## config.mk

```make
export PLATFORM = sky130hd
export DESIGN_NAME = touch_sample_trimmed_mean_filter_top
export DESIGN_NICKNAME = d
export VERILOG_FILES = /design/src/tsf_pkg.sv /design/src/tsf_accum.sv /design/src/tsf_div.sv /design/src/tsf_check.sv /design/src/tsf_outq.sv /design/src/touch_sample_trimmed_mean_filter_top.sv
export VERILOG_INCLUDE_DIRS = /design/src /design/src/src
export SDC_FILE = /design/constraint.sdc
export NUM_CORES = 1
export LEC_CHECK = 0
export ABC_CLOCK_PERIOD_IN_PS = 8060
export BUFFER_PORTS_ARGS = -buffer_cell sky130_fd_sc_hd__buf_2
export CORE_MARGIN = 4
export CORE_UTILIZATION = 61
export DETAILED_ROUTE_END_ITERATION = 10
export GPL_TIMING_DRIVEN = 0
export PLACE_DENSITY = 0.85
export SYNTH_ARGS = -nofsm -noshare
export SYNTH_HDL_FRONTEND = slang
export SYNTH_SLANG_ARGS = --single-unit
```

## constraint.sdc

```tcl
create_clock -name clk -period 8.06 [get_ports clk]
set_clock_uncertainty 0.15 [all_clocks]
set_input_delay 1.612 -clock clk [delete_from_list [all_inputs] [get_ports clk]]
set_output_delay 1.612 -clock clk [all_outputs]
set_load 0.02 [all_outputs]
```

## src/touch_sample_trimmed_mean_filter_top_assert.svh

```systemverilog
// Assertion macros shared by the touch sample filter modules.
// Expects clk and arst_n in the scope where a macro is used.
`ifndef TOUCH_SAMPLE_TRIMMED_MEAN_FILTER_TOP_ASSERT_SVH
`define TOUCH_SAMPLE_TRIMMED_MEAN_FILTER_TOP_ASSERT_SVH

// Condition must hold at every clock edge out of reset.
`define TSF_ASSERT(label, cond) \
	label: assert property (@(posedge clk) disable iff (!arst_n) (cond)) \
		else $error("tsf assertion failed");

// Antecedent implies consequent at the same edge.
`define TSF_ASSERT_IMPL(label, ante, cons) \
	label: assert property (@(posedge clk) disable iff (!arst_n) (ante) |-> (cons)) \
		else $error("tsf implication failed");

`endif

```

## src/tsf_pkg.sv

```systemverilog
// Shared types and constants of the touch sample trimmed mean filter.
// No dependencies; used by every module of the block.
`timescale 1ns / 1ps

package tsf_pkg;

	localparam int SAMPLE_BITS = 12;
	localparam int GROUP_SIZE  = 5;
	localparam int TRIM_COUNT  = GROUP_SIZE - 2;
	localparam int TWO_GROUPS  = 2 * GROUP_SIZE;

	localparam int SUM_W  = SAMPLE_BITS + $clog2(GROUP_SIZE);
	localparam int TRIM_W = SAMPLE_BITS + $clog2(TRIM_COUNT);
	localparam int CNT_W  = $clog2(TWO_GROUPS);

	// floor(s / TRIM_COUNT) == (s * RECIP_M) >> RECIP_SHIFT for every s below 2**TRIM_W
	localparam int RECIP_SHIFT = TRIM_W + $clog2(TRIM_COUNT);
	localparam int RECIP_W     = RECIP_SHIFT + 1;
	localparam int PROD_W      = TRIM_W + RECIP_W;
	localparam logic [RECIP_W-1:0] RECIP_M =
		RECIP_W'(((1 << RECIP_SHIFT) + TRIM_COUNT - 1) / TRIM_COUNT);

	localparam logic [SAMPLE_BITS-1:0] TOL_RESET = SAMPLE_BITS'(50);

	typedef logic [SAMPLE_BITS-1:0] sample_t;
	typedef logic [SUM_W-1:0]       sum_t;
	typedef logic [TRIM_W-1:0]      trim_t;
	typedef logic [CNT_W-1:0]       cnt_t;

	typedef struct packed {
		sample_t raw_x;
		sample_t raw_y;
	} in_item_t;

	typedef struct packed {
		sample_t pos_x;
		sample_t pos_y;
		logic    agreed;
	} res_item_t;

	// one finished group: trimmed sums, and whether it closes the pair
	typedef struct packed {
		logic  second;
		trim_t x;
		trim_t y;
	} grp_t;

	// one finished group: trimmed means
	typedef struct packed {
		logic    second;
		sample_t x;
		sample_t y;
	} avg_t;

endpackage

```

## src/tsf_accum.sv

```systemverilog
// Running sum, minimum and maximum per axis over one group of samples.
// Emits the trimmed sums when a group closes. Depends on tsf_pkg.
`timescale 1ns / 1ps
`include "touch_sample_trimmed_mean_filter_top_assert.svh"

module tsf_accum (
	input  logic             clk,
	input  logic             arst_n,
	input  logic             valid_s1,
	input  tsf_pkg::in_item_t item_s1,
	output logic             valid_s2,
	output tsf_pkg::grp_t    grp_s2
);

	tsf_pkg::cnt_t    cnt_q;
	tsf_pkg::sum_t    x_sum_q, y_sum_q;
	tsf_pkg::sample_t x_min_q, x_max_q, y_min_q, y_max_q;

	logic [tsf_pkg::CNT_W:0] cnt_n;
	tsf_pkg::sum_t    x_sum_n, y_sum_n;
	tsf_pkg::sample_t x_min_n, x_max_n, y_min_n, y_max_n;
	tsf_pkg::sum_t    x_trim, y_trim;
	logic             first_end, second_end, group_end;

	always_comb begin
		x_sum_n = x_sum_q + tsf_pkg::SUM_W'(item_s1.raw_x);
		y_sum_n = y_sum_q + tsf_pkg::SUM_W'(item_s1.raw_y);
		x_min_n = (item_s1.raw_x < x_min_q) ? item_s1.raw_x : x_min_q;
		x_max_n = (item_s1.raw_x > x_max_q) ? item_s1.raw_x : x_max_q;
		y_min_n = (item_s1.raw_y < y_min_q) ? item_s1.raw_y : y_min_q;
		y_max_n = (item_s1.raw_y > y_max_q) ? item_s1.raw_y : y_max_q;
		x_trim  = x_sum_n - tsf_pkg::SUM_W'(x_min_n) - tsf_pkg::SUM_W'(x_max_n);
		y_trim  = y_sum_n - tsf_pkg::SUM_W'(y_min_n) - tsf_pkg::SUM_W'(y_max_n);
		cnt_n      = {1'b0, cnt_q} + (tsf_pkg::CNT_W+1)'(1);
		first_end  = (cnt_n == (tsf_pkg::CNT_W+1)'(tsf_pkg::GROUP_SIZE));
		second_end = (cnt_n == (tsf_pkg::CNT_W+1)'(tsf_pkg::TWO_GROUPS));
		group_end  = first_end | second_end;
	end

	always_ff @(posedge clk or negedge arst_n) begin
		if (!arst_n) begin
			cnt_q    <= '0;
			x_sum_q  <= '0;
			y_sum_q  <= '0;
			x_min_q  <= '1;
			y_min_q  <= '1;
			x_max_q  <= '0;
			y_max_q  <= '0;
			valid_s2 <= 1'b0;
		end else begin
			valid_s2 <= valid_s1 & group_end;
			if (valid_s1) begin
				cnt_q <= second_end ? '0 : cnt_n[tsf_pkg::CNT_W-1:0];
				if (group_end) begin
					x_sum_q <= '0;
					y_sum_q <= '0;
					x_min_q <= '1;
					y_min_q <= '1;
					x_max_q <= '0;
					y_max_q <= '0;
				end else begin
					x_sum_q <= x_sum_n;
					y_sum_q <= y_sum_n;
					x_min_q <= x_min_n;
					y_min_q <= y_min_n;
					x_max_q <= x_max_n;
					y_max_q <= y_max_n;
				end
			end
		end
	end

	// trimmed sums always fit TRIM_W
	always_ff @(posedge clk) begin
		if (valid_s1 && group_end) begin
			grp_s2.second <= second_end;
			grp_s2.x      <= x_trim[tsf_pkg::TRIM_W-1:0];
			grp_s2.y      <= y_trim[tsf_pkg::TRIM_W-1:0];
		end
	end

	`TSF_ASSERT(a_cnt_range, cnt_q < tsf_pkg::CNT_W'(tsf_pkg::TWO_GROUPS))

endmodule

```

## src/tsf_div.sv

```systemverilog
// Divides the trimmed sums by the number of kept samples.
// Reciprocal multiply, exact over the trimmed sum range. Depends on tsf_pkg.
`timescale 1ns / 1ps

module tsf_div (
	input  logic          clk,
	input  logic          arst_n,
	input  logic          valid_s2,
	input  tsf_pkg::grp_t grp_s2,
	output logic          valid_s3,
	output tsf_pkg::avg_t avg_s3
);

	logic [tsf_pkg::PROD_W-1:0] x_prod, y_prod;

	assign x_prod = tsf_pkg::PROD_W'(grp_s2.x) * tsf_pkg::PROD_W'(tsf_pkg::RECIP_M);
	assign y_prod = tsf_pkg::PROD_W'(grp_s2.y) * tsf_pkg::PROD_W'(tsf_pkg::RECIP_M);

	always_ff @(posedge clk or negedge arst_n) begin
		if (!arst_n) begin
			valid_s3 <= 1'b0;
		end else begin
			valid_s3 <= valid_s2;
		end
	end

	always_ff @(posedge clk) begin
		if (valid_s2) begin
			avg_s3.second <= grp_s2.second;
			avg_s3.x      <= x_prod[tsf_pkg::RECIP_SHIFT +: tsf_pkg::SAMPLE_BITS];
			avg_s3.y      <= y_prod[tsf_pkg::RECIP_SHIFT +: tsf_pkg::SAMPLE_BITS];
		end
	end

endmodule

```

## src/tsf_check.sv

```systemverilog
// Holds the first group's means and checks the second group against them.
// Builds the result item for the output queue. Depends on tsf_pkg.
`timescale 1ns / 1ps

module tsf_check (
	input  logic               clk,
	input  logic               arst_n,
	input  logic               valid_s3,
	input  tsf_pkg::avg_t      avg_s3,
	input  tsf_pkg::sample_t   tolerance,
	output logic               push,
	output tsf_pkg::res_item_t res
);

	tsf_pkg::sample_t first_x_q, first_y_q;
	tsf_pkg::sample_t diff_x, diff_y;
	logic [tsf_pkg::SAMPLE_BITS:0] sum_x, sum_y;
	logic ok;

	always_comb begin
		diff_x = (avg_s3.x > first_x_q) ? (avg_s3.x - first_x_q) : (first_x_q - avg_s3.x);
		diff_y = (avg_s3.y > first_y_q) ? (avg_s3.y - first_y_q) : (first_y_q - avg_s3.y);
		ok     = (diff_x < tolerance) && (diff_y < tolerance);
		sum_x  = {1'b0, first_x_q} + {1'b0, avg_s3.x};
		sum_y  = {1'b0, first_y_q} + {1'b0, avg_s3.y};
		push   = valid_s3 & avg_s3.second;
		res.agreed = ok;
		res.pos_x  = ok ? sum_x[tsf_pkg::SAMPLE_BITS:1] : '0;
		res.pos_y  = ok ? sum_y[tsf_pkg::SAMPLE_BITS:1] : '0;
	end

	always_ff @(posedge clk or negedge arst_n) begin
		if (!arst_n) begin
			first_x_q <= '0;
			first_y_q <= '0;
		end else if (valid_s3 && !avg_s3.second) begin
			first_x_q <= avg_s3.x;
			first_y_q <= avg_s3.y;
		end
	end

endmodule

```

## src/tsf_outq.sv

```systemverilog
// Two-slot result queue: a head register and a spare slot behind it.
// Lets the filter keep taking samples while a result waits. Depends on tsf_pkg.
`timescale 1ns / 1ps
`include "touch_sample_trimmed_mean_filter_top_assert.svh"

module tsf_outq (
	input  logic               clk,
	input  logic               arst_n,
	input  logic               push,
	input  tsf_pkg::res_item_t wdata,
	output logic               valid,
	input  logic               ready,
	output tsf_pkg::res_item_t rdata,
	output logic               full
);

	tsf_pkg::res_item_t head_q, spare_q;
	logic head_vld_q, spare_vld_q;
	logic pop;

	assign pop   = ready & head_vld_q;
	assign valid = head_vld_q;
	assign rdata = head_q;
	assign full  = head_vld_q & spare_vld_q;

	always_ff @(posedge clk or negedge arst_n) begin
		if (!arst_n) begin
			head_vld_q  <= 1'b0;
			spare_vld_q <= 1'b0;
		end else begin
			case ({push, pop})
				2'b11: begin
					head_vld_q <= 1'b1;
				end
				2'b01: begin
					head_vld_q  <= spare_vld_q;
					spare_vld_q <= 1'b0;
				end
				2'b10: begin
					if (head_vld_q) begin
						spare_vld_q <= 1'b1;
					end else begin
						head_vld_q <= 1'b1;
					end
				end
				default: begin
				end
			endcase
		end
	end

	always_ff @(posedge clk) begin
		case ({push, pop})
			2'b11: begin
				if (spare_vld_q) begin
					head_q  <= spare_q;
					spare_q <= wdata;
				end else begin
					head_q <= wdata;
				end
			end
			2'b01: begin
				head_q <= spare_q;
			end
			2'b10: begin
				if (head_vld_q) begin
					spare_q <= wdata;
				end else begin
					head_q <= wdata;
				end
			end
			default: begin
			end
		endcase
	end

	`TSF_ASSERT_IMPL(a_no_overflow, push, !full)
	`TSF_ASSERT_IMPL(a_spare_behind_head, spare_vld_q, head_vld_q)

endmodule

```

## src/touch_sample_trimmed_mean_filter_top.sv

```systemverilog
// Touch sample trimmed mean filter. Takes one raw X/Y sample per cycle; every five samples
// form a group whose smallest and largest value per axis are dropped and the middle three
// averaged. Each pair of groups yields one result item: the mean of both group averages
// with agreed=1 when they differ by less than the tolerance on both axes, else zeros with
// agreed=0. Rate is one sample per cycle, set by the running sum/min/max stage.
// The sample channel stalls only on the last sample of a pair while two results still
// wait in the two-slot output queue. The tolerance (reset 50) is written through cfg;
// the user must write it only while no pair is in flight, which the block does not
// enforce. No setup pass. A result passes item_s1, grp_s2, avg_s3 and the queue head.
// Depends on tsf_pkg and the tsf_accum, tsf_div, tsf_check and tsf_outq modules.
`timescale 1ns / 1ps
`include "touch_sample_trimmed_mean_filter_top_assert.svh"

module touch_sample_trimmed_mean_filter_top (
	input  logic               clk,
	input  logic               arst_n,
	input  logic               sample_valid,
	output logic               sample_ready,
	input  tsf_pkg::in_item_t  sample,
	output logic               result_valid,
	input  logic               result_ready,
	output tsf_pkg::res_item_t result,
	input  logic               cfg_valid,
	output logic               cfg_ready,
	input  tsf_pkg::sample_t   cfg_data
);

	tsf_pkg::sample_t   tol_q;
	tsf_pkg::cnt_t      in_cnt_q;
	logic               valid_s1, valid_s2, valid_s3;
	tsf_pkg::in_item_t  item_s1;
	tsf_pkg::grp_t      grp_s2;
	tsf_pkg::avg_t      avg_s3;
	logic               push, q_full, take;
	tsf_pkg::res_item_t res;

	assign cfg_ready = 1'b1;

	// the last item of a pair makes a result; a free queue slot is needed for it
	assign sample_ready = (in_cnt_q != tsf_pkg::CNT_W'(tsf_pkg::TWO_GROUPS - 1)) | ~q_full;
	assign take         = sample_valid & sample_ready;

	always_ff @(posedge clk or negedge arst_n) begin
		if (!arst_n) begin
			tol_q    <= tsf_pkg::TOL_RESET;
			in_cnt_q <= '0;
			valid_s1 <= 1'b0;
		end else begin
			valid_s1 <= take;
			if (cfg_valid) begin
				tol_q <= cfg_data;
			end
			if (take) begin
				in_cnt_q <= (in_cnt_q == tsf_pkg::CNT_W'(tsf_pkg::TWO_GROUPS - 1)) ? '0 :
					in_cnt_q + tsf_pkg::CNT_W'(1);
			end
		end
	end

	always_ff @(posedge clk) begin
		if (take) begin
			item_s1 <= sample;
		end
	end

	tsf_accum u_accum (
		.clk      (clk),
		.arst_n   (arst_n),
		.valid_s1 (valid_s1),
		.item_s1  (item_s1),
		.valid_s2 (valid_s2),
		.grp_s2   (grp_s2)
	);

	tsf_div u_div (
		.clk      (clk),
		.arst_n   (arst_n),
		.valid_s2 (valid_s2),
		.grp_s2   (grp_s2),
		.valid_s3 (valid_s3),
		.avg_s3   (avg_s3)
	);

	tsf_check u_check (
		.clk       (clk),
		.arst_n    (arst_n),
		.valid_s3  (valid_s3),
		.avg_s3    (avg_s3),
		.tolerance (tol_q),
		.push      (push),
		.res       (res)
	);

	tsf_outq u_outq (
		.clk    (clk),
		.arst_n (arst_n),
		.push   (push),
		.wdata  (res),
		.valid  (result_valid),
		.ready  (result_ready),
		.rdata  (result),
		.full   (q_full)
	);

	`TSF_ASSERT_IMPL(a_disagree_zero, result_valid && !result.agreed,
		result.pos_x == '0 && result.pos_y == '0)
	`TSF_ASSERT_IMPL(a_result_held, $past(result_valid & ~result_ready),
		result_valid && result == $past(result))

endmodule
```

==> summary.txt <==
Critical path
  – Crit path kind: reg -> reg
  – Crit path DAT: 6.19 ns
  – CP Max Fanout: 4
  – Crit end category: register
  – Startpoint types: register
  – Critical register-to-register path startpoint: u_accum.grp_s2[22]
  – Worst EP required: 8.21 ns
  – Worst setup startpoint: u_accum.grp_s2[22]

Clocking
  – Num CTS Buffers: 27
  – CTS tree: built
  – Clock Sink Count: 253
  – Hold Buf Count CTS: 0
  – Clock Latency Late Sink: 0.56 ns
  – CTS root buffer: clkbuf_16
  – Max Root-Sink Buffers: 3
  – H-Tree Depth: 1
  – Clk slew on worst S/H paths: 0.06 ns
  – Setup Buffers After CTS: 0
  – Post-CTS sizing: 0

GRT
  – GRT Overall Usage: 26.1%
  – Initial antenna violation count: 0
  – Remaining global-route overflow: 0
  – First-pass GRT wire length: 91000 um
  – Largest net degree at the start of global routing: 89
  – Vias in the first global route: 18900

Placed design
  – Port Buf Inserts: 67
  – Post-DP HPWL: 43600 um
  – Gp weighted congestion: 1.01

Synth
  – Post-synthesis sequential area ratio: 29.4%
  – Share of the synthesized area in the top cell type: 19.6%
  – Synth Warn #: 0
  – Synthesized instance count: 2421
  – Avg Cell Area, Syn: 9.86 um^2
  – Synth top cells by count: 424 x inv_1, 373 x ha_1, 144 x a21oi_1, 144 x fa_1, 128 x edfxtp_1
  – Post-synth EDFFs: 128
  – Top FF cell, synth: edfxtp_1
  – Most frequent cell after synthesis: inv_1
  – Number of synthesized register bits: 253
  – Syn Nets: 2979
  – Synth cell types: 84
  – Post-Syn Area: 23900 um^2
  – Area contributors post-synth: ha_1 20%, edfxtp_1 16%, fa_1 12%
  – Post-synth top area cell: ha_1
  – Async set or reset register ratio after synthesis: 49.4%

Timing
  – Tightest Pin Transition: 1.05 ns
  – Setup violators final: 0
  – Unrepaired setup endpoints after global routing: false
  – Final Hold Vio Count: 0
  – Tmin final: 6.04 ns
  – Slew HR: 29.7%
  – Tcrit/Tclk final: 74.9%
  – Fmax: 166 MHz
  – Pins Over Slew Limit: 0
  – Sum Neg Setup Slack: 0 ns

Floorplanning
  – Die Wd: 206 um
  – Starting Density: 61.8%
  – Die Area: 42400 um^2
  – Core box area: 38600 um^2
  – Rows: 72
  – I/O Pins: 69
  – Die H: 206 um

Cells and area
  – Multi-input logic area: 15000 um^2
  – Sequential Area: 7010 um^2
  – Area Overhead vs Synth: 8.09%
  – Fill cells: 2842
  – Final Util: 66.8%
  – Share of layout cells above drive strength 1: 6.85%
  – Nets: 3078
  – N_diodes: 0

Routing
  – Via-per-instance ratio: 5.94
  – Drt drc: 0
  – Initial DRC Count: 1460
  – ANT nets after route: 0
  – Vias: 18200
  – Final wirelength: 55100 um
  – First drt pass iteration count: 5
  – Per-cell routed wire length: 18.0 um

Worst hold path
  – Hold Crit Class: reg -> reg
  – Critical hold path startpoint: u_accum.grp_s2[28]

Outcome
  – Outcome: completed

Flow run
  – Max Cap Viol: 0
[path summary, 6_finish.rpt]
check | depth (start not counted) | to | slack [ns]
setup / recovery | 19 | u_div.avg_s3[23] | 2.02
min in group asynchronous | 1 | u_accum.x_max_q[2] | 0.80
hold / removal | 0 | u_div.avg_s3[24] | 0.27
max in group asynchronous | 2 | tol_q[1] | 6.11
setup reg to reg | 19 | u_div.avg_s3[23] | 2.02
hold reg to reg | 0 | u_div.avg_s3[24] | 0.27
[registers in the layout, indices dropped and copies added, names as in the netlist]
| register | count |
|---|---|
| u_outq.valid | 1 |
| u_accum.y_max_q | 12 |
| u_accum.valid_s2 | 1 |
| u_accum.x_min_q | 12 |
| in_cnt_q | 4 |
| u_div.valid_s3 | 1 |
| u_accum.y_min_q | 12 |
| u_outq.spare_vld_q | 1 |
| u_outq.rdata | 25 |
| item_s1 | 24 |
| u_accum.cnt_q | 4 |
| u_accum.grp_s2 | 29 |
| tol_q | 12 |
| u_div.avg_s3 | 25 |
| u_accum.x_max_q | 12 |
| u_check.first_x_q | 12 |
| u_check.first_y_q | 12 |
| valid_s1 | 1 |
| u_outq.spare_q | 25 |
| u_accum.y_sum_q | 14 |
| u_accum.x_sum_q | 14 |
[worst max-delay path, stage by stage, from the launching register on]
cell and delay (ns):
edfxtp_1 0.51, ha_1 0.43, ha_1 0.32, inv_1 0.05, fa_1 0.54, inv_1 0.06
fa_1 0.53, inv_1 0.05, fa_1 0.49, fa_1 0.51, inv_1 0.05, ha_1 0.32
a21o_1 0.19, a21oi_1 0.14, nor2b_1 0.08, o2111a_1 0.24, a2111o_1 0.44, or3_1 0.36
a31oi_1 0.23, xnor2_1 0.09
[per-layer routing]
layer	GRT usage (%)	vias to the layer above	wire, um
li1	-	8533	-
met1	32.6	8796	22500
met2	46.5	678	27300
met3	3.51	159	3150
met4	9.53	0	2120
met5	0	-	0
[area by class of cell]
class | instances | area share, %
Sequential cell | 253 | 27.2
Timing Repair Buffer | 70 | 1.55
Buffer | 75 | 1.21
Clock inverter | 16 | 0.592
Clock buffer | 34 | 2.72
Inverter | 426 | 6.20
Multi-Input combinational cell | 1667 | 58.1
Tap cell | 518 | 2.51
[per-stage QoR]
step,cell area (um^2),cells,hold slack [ns],worst slack [ns]
floorplan,23900,2421,0.250,2.47
global placement,24900,3006,0.253,2.15
detailed placement,24900,3009,0.257,2.03
CTS,25800,3059,0.271,2.01
global route,25800,3059,0.273,1.73
finish,25800,3059,0.269,2.02
[cell families after synthesis]
kind of cell             after synthesis  synth area share [%]
XOR/XNOR                             118                  4.33
other                                  1                0.0157
adder cells (fa/ha/maj)              517                  31.6
flip-flops                           253                  29.4
AND/OR/NAND/NOR                      416                  8.29
AO/OA/AOI/OAI                        563                  16.1
buffers and inverters                501                  8.01
multiplexers                          52                  2.31
[placed cells by master (no fill, tap or decap), types with 17 or more instances in the layout]
cell       instances
a21o_1            58
a21oi_1          144
a22o_1            36
buf_2             76
clkbuf_1          65
clkbuf_16         27
dfrtp_1           98
dfstp_2           27
edfxtp_1         128
fa_1             144
ha_1             373
inv_1            424
mux2i_1           28
nand2_1          121
nand2b_1          19
nand4_1           17
nor2_1           108
nor2b_1           29
nor3_1            39
o21a_1            18
o21ai_0          103
o22a_1            25
or3_1             28
xnor2_1           89
xor2_1            29
Power is not shown: default switching activity piles up to over one toggle a cycle in this logic, so the estimate is an artifact.
